<file path="config.mk">
export PLATFORM = sky130hd
export DESIGN_NAME = hrrn_job_scheduler_flat
export DESIGN_NICKNAME = d
export VERILOG_FILES = /design/src/hdl/hjs_pkg.sv /design/src/hdl/hjs_req_if.sv /design/src/hdl/hjs_rsp_if.sv /design/src/hdl/hjs_ram.sv /design/src/hdl/hjs_datapath.sv /design/src/hdl/hjs_ctrl.sv /design/src/hdl/hrrn_job_scheduler.sv /design/src/flat_wrapper.sv
export SDC_FILE = /design/constraint.sdc
export NUM_CORES = 2
export LEC_CHECK = 0
export BUFFER_PORTS_ARGS = -buffer_cell sky130_fd_sc_hd__buf_2
export CAP_MARGIN = 20
export CORE_MARGIN = 3
export CORE_UTILIZATION = 55
export DETAILED_ROUTE_END_ITERATION = 10
export PLACE_DENSITY = 0.75
export SYNTH_ARGS = -nofsm -noshare
export SYNTH_HDL_FRONTEND = slang
export SYNTH_SLANG_ARGS = --single-unit
</file>
<file path="constraint.sdc">
create_clock -name i_clk -period 15.1 [get_ports i_clk]
set_input_delay 2.265 -clock i_clk [delete_from_list [all_inputs] [get_ports i_clk]]
set_output_delay 2.265 -clock i_clk [all_outputs]
set_load 0.01 [all_outputs]
</file>
<file path="src/hdl/hjs_pkg.sv">
// Shared types, widths and codes of the highest-response-ratio-next job scheduler.
`timescale 1ns / 1ps

package hjs_pkg;

    // Default number of job slots.
    localparam int DEF_MAX_JOBS = 16;

    // Field widths of the request and response channels.
    localparam int SLOT_W   = 4;
    localparam int TIME_W   = 16;
    localparam int STATUS_W = 2;

    // Ratio numerator (wait plus run) and cross product widths.
    localparam int NUM_W  = TIME_W + 1;
    localparam int PROD_W = NUM_W + TIME_W;

    // Request action codes.
    localparam logic ACT_LOAD = 1'b0;
    localparam logic ACT_TICK = 1'b1;

    // Response status codes.
    localparam logic [STATUS_W-1:0] ST_IDLE     = 2'd0;
    localparam logic [STATUS_W-1:0] ST_RUNNING  = 2'd1;
    localparam logic [STATUS_W-1:0] ST_FINISHED = 2'd2;
    localparam logic [STATUS_W-1:0] ST_ALL_DONE = 2'd3;

    // Commands from the controller to the datapath.
    typedef struct packed {
        logic capture;
        logic do_load;
        logic scan_start;
        logic scan_next;
        logic best_take;
        logic early_take;
        logic prod_load;
        logic commit_best;
        logic commit_early;
        logic do_exec;
        logic do_empty;
    } t_dp_cmd;

    // Status from the datapath to the controller.
    typedef struct packed {
        logic busy;
        logic out_free;
        logic idx_end;
        logic idx_pending;
        logic cand_arrived;
        logic any_arr;
        logic any_pend;
        logic ratio_greater;
        logic early_better;
    } t_dp_sts;

endpackage

</file>
<file path="src/hdl/hjs_req_if.sv">
// Request channel interface of the job scheduler.
`timescale 1ns / 1ps

interface hjs_req_if;
    import hjs_pkg::*;

    logic              valid;
    logic              ready;
    logic              action;
    logic [SLOT_W-1:0] slot;
    logic [TIME_W-1:0] submit_time;
    logic [TIME_W-1:0] run_time;

    modport source (output valid, action, slot, submit_time, run_time, input ready);
    modport sink   (input valid, action, slot, submit_time, run_time, output ready);
endinterface

</file>
<file path="src/hdl/hjs_rsp_if.sv">
// Response channel interface of the job scheduler.
`timescale 1ns / 1ps

interface hjs_rsp_if;
    import hjs_pkg::*;

    logic                valid;
    logic                ready;
    logic [STATUS_W-1:0] status;
    logic [SLOT_W-1:0]   finished_slot;
    logic [TIME_W-1:0]   start_time;
    logic [TIME_W-1:0]   end_time;
    logic [TIME_W-1:0]   turnaround;
    logic [TIME_W-1:0]   current_time;

    modport source (output valid, status, finished_slot, start_time, end_time, turnaround,
                    current_time, input ready);
    modport sink   (input valid, status, finished_slot, start_time, end_time, turnaround,
                    current_time, output ready);
endinterface

</file>
<file path="src/hdl/hjs_ram.sv">
// Generic single-write, single-read RAM with registered read data.
`timescale 1ns / 1ps

module hjs_ram #(
    parameter int WIDTH = 32,
    parameter int DEPTH = 16,
    localparam int ADDR_W = (DEPTH > 1) ? $clog2(DEPTH) : 1
) (
    input  logic              i_clk,
    input  logic              i_wr_en,
    input  logic [ADDR_W-1:0] i_wr_addr,
    input  logic [WIDTH-1:0]  i_wr_data,
    input  logic [ADDR_W-1:0] i_rd_addr,
    output logic [WIDTH-1:0]  o_rd_data
);
    logic [WIDTH-1:0] r_mem [DEPTH];
    logic [WIDTH-1:0] r_rd_data;

    // Write port and registered read port.
    always_ff @(posedge i_clk) begin
        if (i_wr_en) begin
            r_mem[i_wr_addr] <= i_wr_data;
        end
        r_rd_data <= r_mem[i_rd_addr];
    end

    assign o_rd_data = r_rd_data;
endmodule

</file>
<file path="src/hdl/hjs_datapath.sv">
// Datapath of the job scheduler: job tables, time keeping, ratio comparator and response register.
`timescale 1ns / 1ps

module hjs_datapath #(
    parameter int MAX_JOBS = hjs_pkg::DEF_MAX_JOBS
) (
    input  logic                          i_clk,
    input  logic                          i_rst_n,
    input  logic [hjs_pkg::SLOT_W-1:0]    i_slot,
    input  logic [hjs_pkg::TIME_W-1:0]    i_submit_time,
    input  logic [hjs_pkg::TIME_W-1:0]    i_run_time,
    input  hjs_pkg::t_dp_cmd              i_cmd,
    output hjs_pkg::t_dp_sts              o_sts,
    input  logic                          i_rsp_ready,
    output logic                          o_rsp_valid,
    output logic [hjs_pkg::STATUS_W-1:0]  o_status,
    output logic [hjs_pkg::SLOT_W-1:0]    o_finished_slot,
    output logic [hjs_pkg::TIME_W-1:0]    o_start_time,
    output logic [hjs_pkg::TIME_W-1:0]    o_end_time,
    output logic [hjs_pkg::TIME_W-1:0]    o_turnaround,
    output logic [hjs_pkg::TIME_W-1:0]    o_current_time
);
    import hjs_pkg::*;

    localparam int IDX_W = (MAX_JOBS > 1) ? $clog2(MAX_JOBS) : 1;
    localparam int CNT_W = $clog2(MAX_JOBS + 1);
    localparam int EXT_W = (IDX_W > SLOT_W) ? IDX_W : SLOT_W;
    localparam int ENT_W = 2 * TIME_W;
    localparam logic [TIME_W-1:0] TIME_MAX = '1;

    // Slot bookkeeping and scheduler state.
    logic [MAX_JOBS-1:0] r_slot_valid;
    logic [MAX_JOBS-1:0] r_slot_done;
    logic [TIME_W-1:0]   r_now;
    logic [TIME_W-1:0]   r_remaining;
    logic [TIME_W-1:0]   r_job_start;
    logic [IDX_W-1:0]    r_active;
    logic                r_busy;
    logic [TIME_W-1:0]   r_act_sub;
    logic [TIME_W-1:0]   r_act_run;

    // Captured request.
    logic [IDX_W-1:0]    r_req_slot;
    logic                r_req_inrange;
    logic [TIME_W-1:0]   r_req_sub;
    logic [TIME_W-1:0]   r_req_run;

    // Selection scan.
    logic [CNT_W-1:0]    r_idx;
    logic                r_any_arr;
    logic                r_any_pend;
    logic [IDX_W-1:0]    r_best_idx;
    logic [NUM_W-1:0]    r_best_num;
    logic [TIME_W-1:0]   r_best_sub;
    logic [TIME_W-1:0]   r_best_run;
    logic [IDX_W-1:0]    r_early_idx;
    logic [TIME_W-1:0]   r_early_sub;
    logic [TIME_W-1:0]   r_early_run;
    logic [PROD_W-1:0]   r_prod;
    logic                r_mul_sel;

    // Response register.
    logic                r_out_valid;
    logic [STATUS_W-1:0] r_out_status;
    logic [SLOT_W-1:0]   r_out_slot;
    logic [TIME_W-1:0]   r_out_start;
    logic [TIME_W-1:0]   r_out_end;
    logic [TIME_W-1:0]   r_out_turn;
    logic [TIME_W-1:0]   r_out_now;

    logic [EXT_W-1:0]    w_slot_ext;
    logic [EXT_W-1:0]    w_act_ext;
    logic                w_wr_en;
    logic [ENT_W-1:0]    w_rd_data;
    logic [IDX_W-1:0]    w_idx_slot;
    logic [TIME_W-1:0]   w_cand_sub;
    logic [TIME_W-1:0]   w_cand_run;
    logic                w_cand_arr;
    logic [NUM_W-1:0]    w_cand_num;
    logic [NUM_W-1:0]    w_mul_a;
    logic [TIME_W-1:0]   w_mul_b;
    logic [PROD_W-1:0]   w_mul;
    logic                w_out_free;
    logic                w_act_arr;
    logic                w_finish;
    logic [TIME_W-1:0]   n_now;
    logic [TIME_W-1:0]   n_remaining;
    logic [TIME_W-1:0]   n_job_start;

    assign w_slot_ext = EXT_W'(i_slot);
    assign w_act_ext  = EXT_W'(r_active);
    assign w_idx_slot = r_idx[IDX_W-1:0];

    // Job table: submit time in the upper half, run time in the lower half.
    assign w_wr_en = i_cmd.do_load && !r_busy && r_req_inrange;

    hjs_ram #(
        .WIDTH (ENT_W),
        .DEPTH (MAX_JOBS)
    ) u_job_ram (
        .i_clk     (i_clk),
        .i_wr_en   (w_wr_en),
        .i_wr_addr (r_req_slot),
        .i_wr_data ({r_req_sub, r_req_run}),
        .i_rd_addr (w_idx_slot),
        .o_rd_data (w_rd_data)
    );

    // Candidate under the scan index and its ratio numerator.
    assign w_cand_sub = w_rd_data[ENT_W-1:TIME_W];
    assign w_cand_run = w_rd_data[TIME_W-1:0];
    assign w_cand_arr = (w_cand_sub <= r_now);
    assign w_cand_num = NUM_W'(r_now - w_cand_sub) + NUM_W'(w_cand_run);

    // One shared multiplier for both sides of the cross-multiplied compare.
    // The second side is used in the cycle after the first product was loaded.
    assign w_mul_a = r_mul_sel ? r_best_num : w_cand_num;
    assign w_mul_b = r_mul_sel ? w_cand_run : r_best_run;
    assign w_mul   = PROD_W'(w_mul_a) * PROD_W'(w_mul_b);

    // Tick step for the committed job.
    assign w_out_free  = !r_out_valid || i_rsp_ready;
    assign w_act_arr   = (r_act_sub <= r_now);
    assign n_now       = (r_now != TIME_MAX) ? (r_now + TIME_W'(1)) : r_now;
    assign n_job_start = (r_remaining == r_act_run) ? r_now : r_job_start;
    assign n_remaining = (r_remaining != '0) ? (r_remaining - TIME_W'(1)) : r_remaining;
    assign w_finish    = w_act_arr && (n_remaining == '0);

    // Status toward the controller.
    always_comb begin
        o_sts.busy          = r_busy;
        o_sts.out_free      = w_out_free;
        o_sts.idx_end       = (r_idx == CNT_W'(MAX_JOBS));
        o_sts.idx_pending   = r_slot_valid[w_idx_slot] && !r_slot_done[w_idx_slot];
        o_sts.cand_arrived  = w_cand_arr;
        o_sts.any_arr       = r_any_arr;
        o_sts.any_pend      = r_any_pend;
        o_sts.ratio_greater = (r_prod > w_mul);
        o_sts.early_better  = !r_any_pend || (w_cand_sub < r_early_sub);
    end

    // Control state with reset.
    always_ff @(posedge i_clk) begin
        if (!i_rst_n) begin
            r_slot_valid <= '0;
            r_slot_done  <= '0;
            r_now        <= '0;
            r_remaining  <= '0;
            r_job_start  <= '0;
            r_active     <= '0;
            r_busy       <= 1'b0;
            r_idx        <= '0;
            r_any_arr    <= 1'b0;
            r_any_pend   <= 1'b0;
            r_mul_sel    <= 1'b0;
            r_out_valid  <= 1'b0;
        end else begin
            r_mul_sel <= i_cmd.prod_load;
            if (w_wr_en) begin
                r_slot_valid[r_req_slot] <= 1'b1;
                r_slot_done[r_req_slot]  <= 1'b0;
            end
            if (i_cmd.scan_start) begin
                r_idx      <= '0;
                r_any_arr  <= 1'b0;
                r_any_pend <= 1'b0;
            end else if (i_cmd.scan_next) begin
                r_idx <= r_idx + CNT_W'(1);
            end
            if (i_cmd.best_take) begin
                r_any_arr <= 1'b1;
            end
            if (i_cmd.early_take) begin
                r_any_pend <= 1'b1;
            end
            if (i_cmd.commit_best) begin
                r_active    <= r_best_idx;
                r_remaining <= r_best_run;
                r_busy      <= 1'b1;
            end else if (i_cmd.commit_early) begin
                r_active    <= r_early_idx;
                r_remaining <= r_early_run;
                r_busy      <= 1'b1;
            end
            if (i_cmd.do_exec) begin
                r_now <= n_now;
                if (w_act_arr) begin
                    r_job_start <= n_job_start;
                    r_remaining <= n_remaining;
                end
                if (w_finish) begin
                    r_slot_done[r_active] <= 1'b1;
                    r_busy                <= 1'b0;
                end
            end
            if (i_cmd.do_load || i_cmd.do_exec || i_cmd.do_empty) begin
                r_out_valid <= 1'b1;
            end else if (i_rsp_ready) begin
                r_out_valid <= 1'b0;
            end
        end
    end

    // Payload registers: captured request, scan candidates, active job and response.
    always_ff @(posedge i_clk) begin
        if (i_cmd.capture) begin
            r_req_slot    <= w_slot_ext[IDX_W-1:0];
            r_req_inrange <= (int'(i_slot) < MAX_JOBS);
            r_req_sub     <= i_submit_time;
            r_req_run     <= (i_run_time == '0) ? TIME_W'(1) : i_run_time;
        end
        if (i_cmd.prod_load) begin
            r_prod <= w_mul;
        end
        if (i_cmd.best_take) begin
            r_best_idx <= w_idx_slot;
            r_best_num <= w_cand_num;
            r_best_sub <= w_cand_sub;
            r_best_run <= w_cand_run;
        end
        if (i_cmd.early_take) begin
            r_early_idx <= w_idx_slot;
            r_early_sub <= w_cand_sub;
            r_early_run <= w_cand_run;
        end
        if (i_cmd.commit_best) begin
            r_act_sub <= r_best_sub;
            r_act_run <= r_best_run;
        end else if (i_cmd.commit_early) begin
            r_act_sub <= r_early_sub;
            r_act_run <= r_early_run;
        end
        if (i_cmd.do_load) begin
            r_out_status <= ST_IDLE;
            r_out_slot   <= '0;
            r_out_start  <= '0;
            r_out_end    <= '0;
            r_out_turn   <= '0;
            r_out_now    <= r_now;
        end else if (i_cmd.do_empty) begin
            r_out_status <= ST_ALL_DONE;
            r_out_slot   <= '0;
            r_out_start  <= '0;
            r_out_end    <= '0;
            r_out_turn   <= '0;
            r_out_now    <= r_now;
        end else if (i_cmd.do_exec) begin
            r_out_now <= n_now;
            if (w_finish) begin
                r_out_status <= ST_FINISHED;
                r_out_slot   <= w_act_ext[SLOT_W-1:0];
                r_out_start  <= n_job_start;
                r_out_end    <= n_now;
                r_out_turn   <= n_now - r_act_sub;
            end else begin
                r_out_status <= w_act_arr ? ST_RUNNING : ST_IDLE;
                r_out_slot   <= '0;
                r_out_start  <= '0;
                r_out_end    <= '0;
                r_out_turn   <= '0;
            end
        end
    end

    assign o_rsp_valid     = r_out_valid;
    assign o_status        = r_out_status;
    assign o_finished_slot = r_out_slot;
    assign o_start_time    = r_out_start;
    assign o_end_time      = r_out_end;
    assign o_turnaround    = r_out_turn;
    assign o_current_time  = r_out_now;

`ifndef SYNTHESIS
    // A committed job is always a loaded slot that has not finished.
    a_busy_slot_live: assert property (@(posedge i_clk) disable iff (!i_rst_n)
        r_busy |-> (r_slot_valid[r_active] && !r_slot_done[r_active]))
        else $error("committed job slot is not live");

    // A committed job always has run time left.
    a_busy_remaining: assert property (@(posedge i_clk) disable iff (!i_rst_n)
        r_busy |-> (r_remaining != '0))
        else $error("committed job has no remaining time");

    // The scheduler clock never runs backward.
    a_time_monotonic: assert property (@(posedge i_clk) disable iff (!i_rst_n)
        1'b1 |=> (r_now >= $past(r_now)))
        else $error("scheduler time decreased");
`endif
endmodule

</file>
<file path="src/hdl/hjs_ctrl.sv">
// Controller state machine of the job scheduler: request handling and selection scan sequencing.
`timescale 1ns / 1ps

module hjs_ctrl (
    input  logic             i_clk,
    input  logic             i_rst_n,
    input  logic             i_req_valid,
    input  logic             i_req_action,
    output logic             o_req_ready,
    input  hjs_pkg::t_dp_sts i_sts,
    output hjs_pkg::t_dp_cmd o_cmd
);
    import hjs_pkg::*;

    typedef enum logic [7:0] {
        S_IDLE  = 8'b0000_0001,
        S_LOAD  = 8'b0000_0010,
        S_CHK   = 8'b0000_0100,
        S_CMP1  = 8'b0000_1000,
        S_CMP2  = 8'b0001_0000,
        S_PICK  = 8'b0010_0000,
        S_EXEC  = 8'b0100_0000,
        S_EMPTY = 8'b1000_0000
    } t_state;

    t_state r_state;
    t_state n_state;

    assign o_req_ready = (r_state == S_IDLE);

    // Next state and datapath commands.
    always_comb begin
        n_state = r_state;
        o_cmd   = '0;
        unique case (r_state)
            S_IDLE: begin
                if (i_req_valid) begin
                    o_cmd.capture = 1'b1;
                    if (i_req_action == ACT_TICK) begin
                        if (i_sts.busy) begin
                            n_state = S_EXEC;
                        end else begin
                            o_cmd.scan_start = 1'b1;
                            n_state          = S_CHK;
                        end
                    end else begin
                        n_state = S_LOAD;
                    end
                end
            end
            S_LOAD: begin
                if (i_sts.out_free) begin
                    o_cmd.do_load = 1'b1;
                    n_state       = S_IDLE;
                end
            end
            S_CHK: begin
                // Skip slots that are empty or done; read the table for the rest.
                if (i_sts.idx_end) begin
                    n_state = S_PICK;
                end else if (i_sts.idx_pending) begin
                    n_state = S_CMP1;
                end else begin
                    o_cmd.scan_next = 1'b1;
                end
            end
            S_CMP1: begin
                if (i_sts.cand_arrived) begin
                    if (!i_sts.any_arr) begin
                        o_cmd.best_take = 1'b1;
                        o_cmd.scan_next = 1'b1;
                        n_state         = S_CHK;
                    end else begin
                        o_cmd.prod_load = 1'b1;
                        n_state         = S_CMP2;
                    end
                end else begin
                    o_cmd.early_take = i_sts.early_better;
                    o_cmd.scan_next  = 1'b1;
                    n_state          = S_CHK;
                end
            end
            S_CMP2: begin
                // Second cross product against the one held from the previous cycle.
                o_cmd.best_take = i_sts.ratio_greater;
                o_cmd.scan_next = 1'b1;
                n_state         = S_CHK;
            end
            S_PICK: begin
                if (i_sts.any_arr) begin
                    o_cmd.commit_best = 1'b1;
                    n_state           = S_EXEC;
                end else if (i_sts.any_pend) begin
                    o_cmd.commit_early = 1'b1;
                    n_state            = S_EXEC;
                end else begin
                    n_state = S_EMPTY;
                end
            end
            S_EXEC: begin
                if (i_sts.out_free) begin
                    o_cmd.do_exec = 1'b1;
                    n_state       = S_IDLE;
                end
            end
            S_EMPTY: begin
                if (i_sts.out_free) begin
                    o_cmd.do_empty = 1'b1;
                    n_state        = S_IDLE;
                end
            end
            default: begin
                n_state = S_IDLE;
            end
        endcase
    end

    // State register.
    always_ff @(posedge i_clk) begin
        if (!i_rst_n) begin
            r_state <= S_IDLE;
        end else begin
            r_state <= n_state;
        end
    end

`ifndef SYNTHESIS
    // The pick happens only once the scan has passed the last slot.
    a_pick_after_scan: assert property (@(posedge i_clk) disable iff (!i_rst_n)
        (r_state == S_PICK) |-> ($past(r_state) == S_CHK))
        else $error("pick entered before the scan finished");
`endif
endmodule

</file>
<file path="src/hdl/hrrn_job_scheduler.sv">
// Top level of the highest-response-ratio-next job scheduler.
// A load, or a tick with a job already committed, is captured in the idle state and answered from the
// response register once it is free. A tick that must pick a job first scans every slot: empty or done
// slots are skipped, others are read from the table and compared (one shared multiplier).
// One request is in work at a time; the next is taken while the response register waits.
// Reset (synchronous, active low) clears slot flags, time and the committed job; tables keep data.
`timescale 1ns / 1ps

module hrrn_job_scheduler #(
    parameter int MAX_JOBS = hjs_pkg::DEF_MAX_JOBS
) (
    input  logic       i_clk,
    input  logic       i_rst_n,
    hjs_req_if.sink    i_req,
    hjs_rsp_if.source  o_rsp
);
    import hjs_pkg::*;

    t_dp_cmd             w_cmd;
    t_dp_sts             w_sts;
    logic                w_req_ready;
    logic                w_rsp_valid;
    logic [STATUS_W-1:0] w_status;
    logic [SLOT_W-1:0]   w_finished_slot;
    logic [TIME_W-1:0]   w_start_time;
    logic [TIME_W-1:0]   w_end_time;
    logic [TIME_W-1:0]   w_turnaround;
    logic [TIME_W-1:0]   w_current_time;

    // Controller.
    hjs_ctrl u_ctrl (
        .i_clk        (i_clk),
        .i_rst_n      (i_rst_n),
        .i_req_valid  (i_req.valid),
        .i_req_action (i_req.action),
        .o_req_ready  (w_req_ready),
        .i_sts        (w_sts),
        .o_cmd        (w_cmd)
    );

    // Datapath.
    hjs_datapath #(
        .MAX_JOBS (MAX_JOBS)
    ) u_datapath (
        .i_clk           (i_clk),
        .i_rst_n         (i_rst_n),
        .i_slot          (i_req.slot),
        .i_submit_time   (i_req.submit_time),
        .i_run_time      (i_req.run_time),
        .i_cmd           (w_cmd),
        .o_sts           (w_sts),
        .i_rsp_ready     (o_rsp.ready),
        .o_rsp_valid     (w_rsp_valid),
        .o_status        (w_status),
        .o_finished_slot (w_finished_slot),
        .o_start_time    (w_start_time),
        .o_end_time      (w_end_time),
        .o_turnaround    (w_turnaround),
        .o_current_time  (w_current_time)
    );

    // Channel hookup.
    assign i_req.ready         = w_req_ready;
    assign o_rsp.valid         = w_rsp_valid;
    assign o_rsp.status        = w_status;
    assign o_rsp.finished_slot = w_finished_slot;
    assign o_rsp.start_time    = w_start_time;
    assign o_rsp.end_time      = w_end_time;
    assign o_rsp.turnaround    = w_turnaround;
    assign o_rsp.current_time  = w_current_time;
endmodule
</file>
<file path="src/flat_wrapper.sv">
// flat-port wrapper written by rule: the top's interface ports become plain ports
module hrrn_job_scheduler_flat import hjs_pkg::*;
#(
    parameter int MAX_JOBS = hjs_pkg::DEF_MAX_JOBS
)
  (i_clk, i_rst_n, i_req_valid, i_req_action, i_req_slot, i_req_submit_time, i_req_run_time, i_req_ready, o_rsp_valid, o_rsp_status, o_rsp_finished_slot, o_rsp_start_time, o_rsp_end_time, o_rsp_turnaround, o_rsp_current_time, o_rsp_ready);
  hjs_req_if i_req_i ();
  hjs_rsp_if o_rsp_i ();
  input  logic i_clk;
  input  logic i_rst_n;
  input wire logic [$bits(i_req_i.valid)-1:0] i_req_valid;
  input wire logic [$bits(i_req_i.action)-1:0] i_req_action;
  input wire logic [$bits(i_req_i.slot)-1:0] i_req_slot;
  input wire logic [$bits(i_req_i.submit_time)-1:0] i_req_submit_time;
  input wire logic [$bits(i_req_i.run_time)-1:0] i_req_run_time;
  output wire logic [$bits(i_req_i.ready)-1:0] i_req_ready;
  output wire logic [$bits(o_rsp_i.valid)-1:0] o_rsp_valid;
  output wire logic [$bits(o_rsp_i.status)-1:0] o_rsp_status;
  output wire logic [$bits(o_rsp_i.finished_slot)-1:0] o_rsp_finished_slot;
  output wire logic [$bits(o_rsp_i.start_time)-1:0] o_rsp_start_time;
  output wire logic [$bits(o_rsp_i.end_time)-1:0] o_rsp_end_time;
  output wire logic [$bits(o_rsp_i.turnaround)-1:0] o_rsp_turnaround;
  output wire logic [$bits(o_rsp_i.current_time)-1:0] o_rsp_current_time;
  input wire logic [$bits(o_rsp_i.ready)-1:0] o_rsp_ready;
  assign i_req_i.valid = i_req_valid;
  assign i_req_i.action = i_req_action;
  assign i_req_i.slot = i_req_slot;
  assign i_req_i.submit_time = i_req_submit_time;
  assign i_req_i.run_time = i_req_run_time;
  assign i_req_ready = i_req_i.ready;
  assign o_rsp_valid = o_rsp_i.valid;
  assign o_rsp_status = o_rsp_i.status;
  assign o_rsp_finished_slot = o_rsp_i.finished_slot;
  assign o_rsp_start_time = o_rsp_i.start_time;
  assign o_rsp_end_time = o_rsp_i.end_time;
  assign o_rsp_turnaround = o_rsp_i.turnaround;
  assign o_rsp_current_time = o_rsp_i.current_time;
  assign o_rsp_i.ready = o_rsp_ready;
  hrrn_job_scheduler #(.MAX_JOBS(MAX_JOBS)) u_core (.i_clk(i_clk), .i_rst_n(i_rst_n), .i_req(i_req_i), .o_rsp(o_rsp_i));
endmodule
</file>
==> impl_metrics.py <==
metrics = {
    "outcome": {
        "status": "complete, no violations",
    },
    "timing": {
        "rsz0062_at_grt": "false",
        "fin_crit_sh_pct": 80.06,
        "setup_viol": 0,
        "drv_slew": 0,
        "finalCriticalPeriod_ps": 12090,
        "hold_violations": 0,
        "max_slew_margin_pct": 23.00,
        "worst_pin_slew_ps": 1123,
        "skew_ps": 25.93,
        "fmax_mhz": 82.72,
        "setup_tns_ps": 0,
    },
    "routing": {
        "wl_met3_um": 9746,
        "routed.top_layer": "met5",
        "wl_met2_um": 57900,
        "wl_um": 117000,
        "avgRoutedWirePerCell_um": 23.66,
        "drtAntennaViolNets": 0,
        "drc": 0,
        "vias": 29920,
        "vias_per_cell": 6.053,
        "drt_iter0_markers": 2834,
        "drtPass1Iterations": 8,
        "wl_met1_um": 45160,
    },
    "setup_path": {
        "worstPathRequired_ps": 15360,
        "cp_slowest_cell": "o21ai_1",
        "max_stage_delay_ps": 820,
        "crit_top_cell": "fa_1",
        "crit_type": "reg2reg",
        "cp_max_fo": 54,
        "arrival_ps": 12350,
        "endpoint_kind": "flop",
        "reg2reg_depth": 39,
        "startpoint_type": "flop",
    },
    "cells_and_area": {
        "drive_gt1_share_pct": 13.47,
        "fin_util_pct": 61.34,
        "insertedDiodeCount": 0,
        "final.fill_count": 6400,
        "fin_nets": 4213,
        "fin_area_sq_um": 52310,
        "flow.area_growth_from_synthesis_pct": 10.39,
    },
    "global_routing": {
        "antenna_found_initial": 6,
        "gr-total-overflow": 0,
        "grt_max_degree": 98,
        "grt_pass1_vias": 30150,
        "grt_usage_pct": 26.47,
        "grt_pass1_wl_um": 180400,
    },
    "yosys": {
        "ys_types": 75,
        "synthFlopType": "edfxtp_1",
        "synth_area_sq_um": 47390,
        "syn_area_per_cell_sq_um": 13.01,
        "netlist_instances": 3643,
        "ys.warnings.count": 0,
        "ys_ff_latch": 906,
        "synth_largest_area_cell": "edfxtp_1",
        "synthArstFlopShare_pct": 0,
        "synth.area.top_cells": "edfxtp_1 45%, fa_1 9.5%, dfxtp_1 7.9%",
        "synth_common_cells": "718 x edfxtp_1, 393 x inv_1, 321 x nand2_1",
        "synth_edf_count": 718,
        "ys_seq_area_share_pct": 53.44,
        "synth_top_area_share_pct": 45.50,
        "yosys.cell_count.top_type": "edfxtp_1",
        "synthesis.nets": 4130,
    },
    "clock_tree": {
        "cts_hold_buf": 0,
        "insertion_delay_ps": 650,
        "cts_buffer_depth": 3,
        "clockRootBuffer": "clkbuf_16",
        "clk_pin_slew_ps": 60,
        "postCtsSetupBuffers": 0,
        "cts_tree": "yes",
        "post_cts_resized": 0,
        "cts-buffers-inserted": 89,
        "clock-sinks": 906,
        "cts-htree-levels": 3,
    },
    "floorplanning": {
        "dieArea_sq_um": 89720,
        "die_y_um": 299.5,
        "fp-row-count": 107,
        "floorplan.initialDensity_pct": 55.57,
        "die_w_um": 299.5,
        "top_level_ports": 113,
        "fp.coreArea_sq_um": 85280,
    },
    "placement": {
        "gp_congestion": 0.9298,
        "port_buffers": 112,
        "place_area_sq_um": 49290,
        "dpl.hpwl_um": 75530,
    },
    "worst_hold_path": {
        "hp-class": "reg2reg",
        "hold_depth": 2,
    },
    "flow_run": {
        "cap_violations": 0,
    },
}
[layout make-up]
type	count	area, sq um	share of cell area, %
inverters	394	1479	2.827
multi-input cells	2166	20060	38.34
clock inverters	45	593.1	1.134
flip-flops and latches	906	25330	48.43
repair buffers	169	1036	1.980
clock buffers	120	2384	4.556
well taps	1144	1431	2.736
[per-layer routing]
metal / GRT usage (%) / vias up
met5: 0 / -
met4: 9.646 / 2
met3: 5.055 / 265
met2: 44.03 / 1406
met1: 34.99 / 15080
li1: - / 13180
[critical path, delay by kind of cell, from the launching register on]
kind,cells,cell delay (ps)
AO/OA/AOI/OAI,14,3880
XOR/XNOR,1,130
adder cells (fa/ha/maj),10,4620
buffers and inverters,6,990
flip-flops,1,450
AND/OR/NAND/NOR,8,1530
[logic make-up (layout without fill, tap and decap cells)]
kind of cell	Yosys count	count (layout)	synth area share, %
multiplexers	209	209	8.686
AO/OA/AOI/OAI	538	538	7.517
buffers and inverters	571	728	4.562
XOR/XNOR	108	108	1.996
AND/OR/NAND/NOR	865	865	8.462
flip-flops	906	906	53.44
adder cells (fa/ha/maj)	446	446	15.34
[stage by stage]
stage	setup WS [ps]	cells	hold slack [ps]
final	3012	4944	450.5
after floorplan	3797	3643	423.7
after global routing	2189	4944	475.0
after detailed placement	3194	4776	442.2
after CTS	3173	4941	457.8
after global placement	3475	4775	432.0
[worst paths after layout]
path | to | from | slack, ps
setup reg to reg | u_core.u_datapath.r_best_run[10]$_DFFE_PP_ | u_core.u_datapath.r_now[1]$_SDFFE_PN0P_ | 3010
setup / recovery | u_core.u_datapath.r_best_run[10]$_DFFE_PP_ | u_core.u_datapath.r_now[1]$_SDFFE_PN0P_ | 3010
hold reg to reg | u_core.u_datapath.o_start_time[7]$_SDFFE_PP0P_ | u_core.u_datapath.o_start_time[7]$_SDFFE_PP0P_ | 450
hold / removal | u_core.u_datapath.o_start_time[7]$_SDFFE_PP0P_ | u_core.u_datapath.o_start_time[7]$_SDFFE_PP0P_ | 450
[layout by cell type (no fill, tap or decap), types with 13 or more instances in the layout]
cell type / synthesis / layout
mux4_2: 161 / 161
fa_1: 225 / 225
clkbuf_16: 0 / 89
edfxtp_1: 718 / 718
nand2_1: 321 / 321
buf_4: 0 / 54
nor2_4: 0 / 13
nor4_1: 17 / 16
o21ai_0: 134 / 134
o22ai_1: 14 / 14
xnor2_1: 77 / 77
a21boi_0: 17 / 17
and2_1: 30 / 29
nand4_1: 28 / 28
nand2b_1: 36 / 36
xor2_1: 31 / 31
inv_1: 393 / 393
clkinv_2: 0 / 14
and3_1: 18 / 18
a21oi_1: 106 / 105
dfxtp_1: 188 / 184
nor3_1: 29 / 24
nor2b_1: 62 / 61
mux2i_1: 40 / 39
a22oi_1: 26 / 26
o21a_1: 27 / 27
ha_1: 221 / 221
or3_1: 13 / 13
a21o_1: 63 / 63
a22o_1: 27 / 26
buf_2: 3 / 112
clkbuf_1: 154 / 27
nand3_1: 36 / 36
nor2_1: 238 / 225
[registers in the layout (all words and copies together) (netlist names), 17 cells and up]
name,cells
u_core.u_datapath.r_best_num,17
u_core.u_datapath.r_prod,33
u_core.u_datapath.u_job_ram.o_rd_data,32
u_core.u_datapath.u_job_ram.r_mem,512
Power is not shown: default switching activity piles up to over one toggle a cycle in this logic, so the estimate is an artifact.
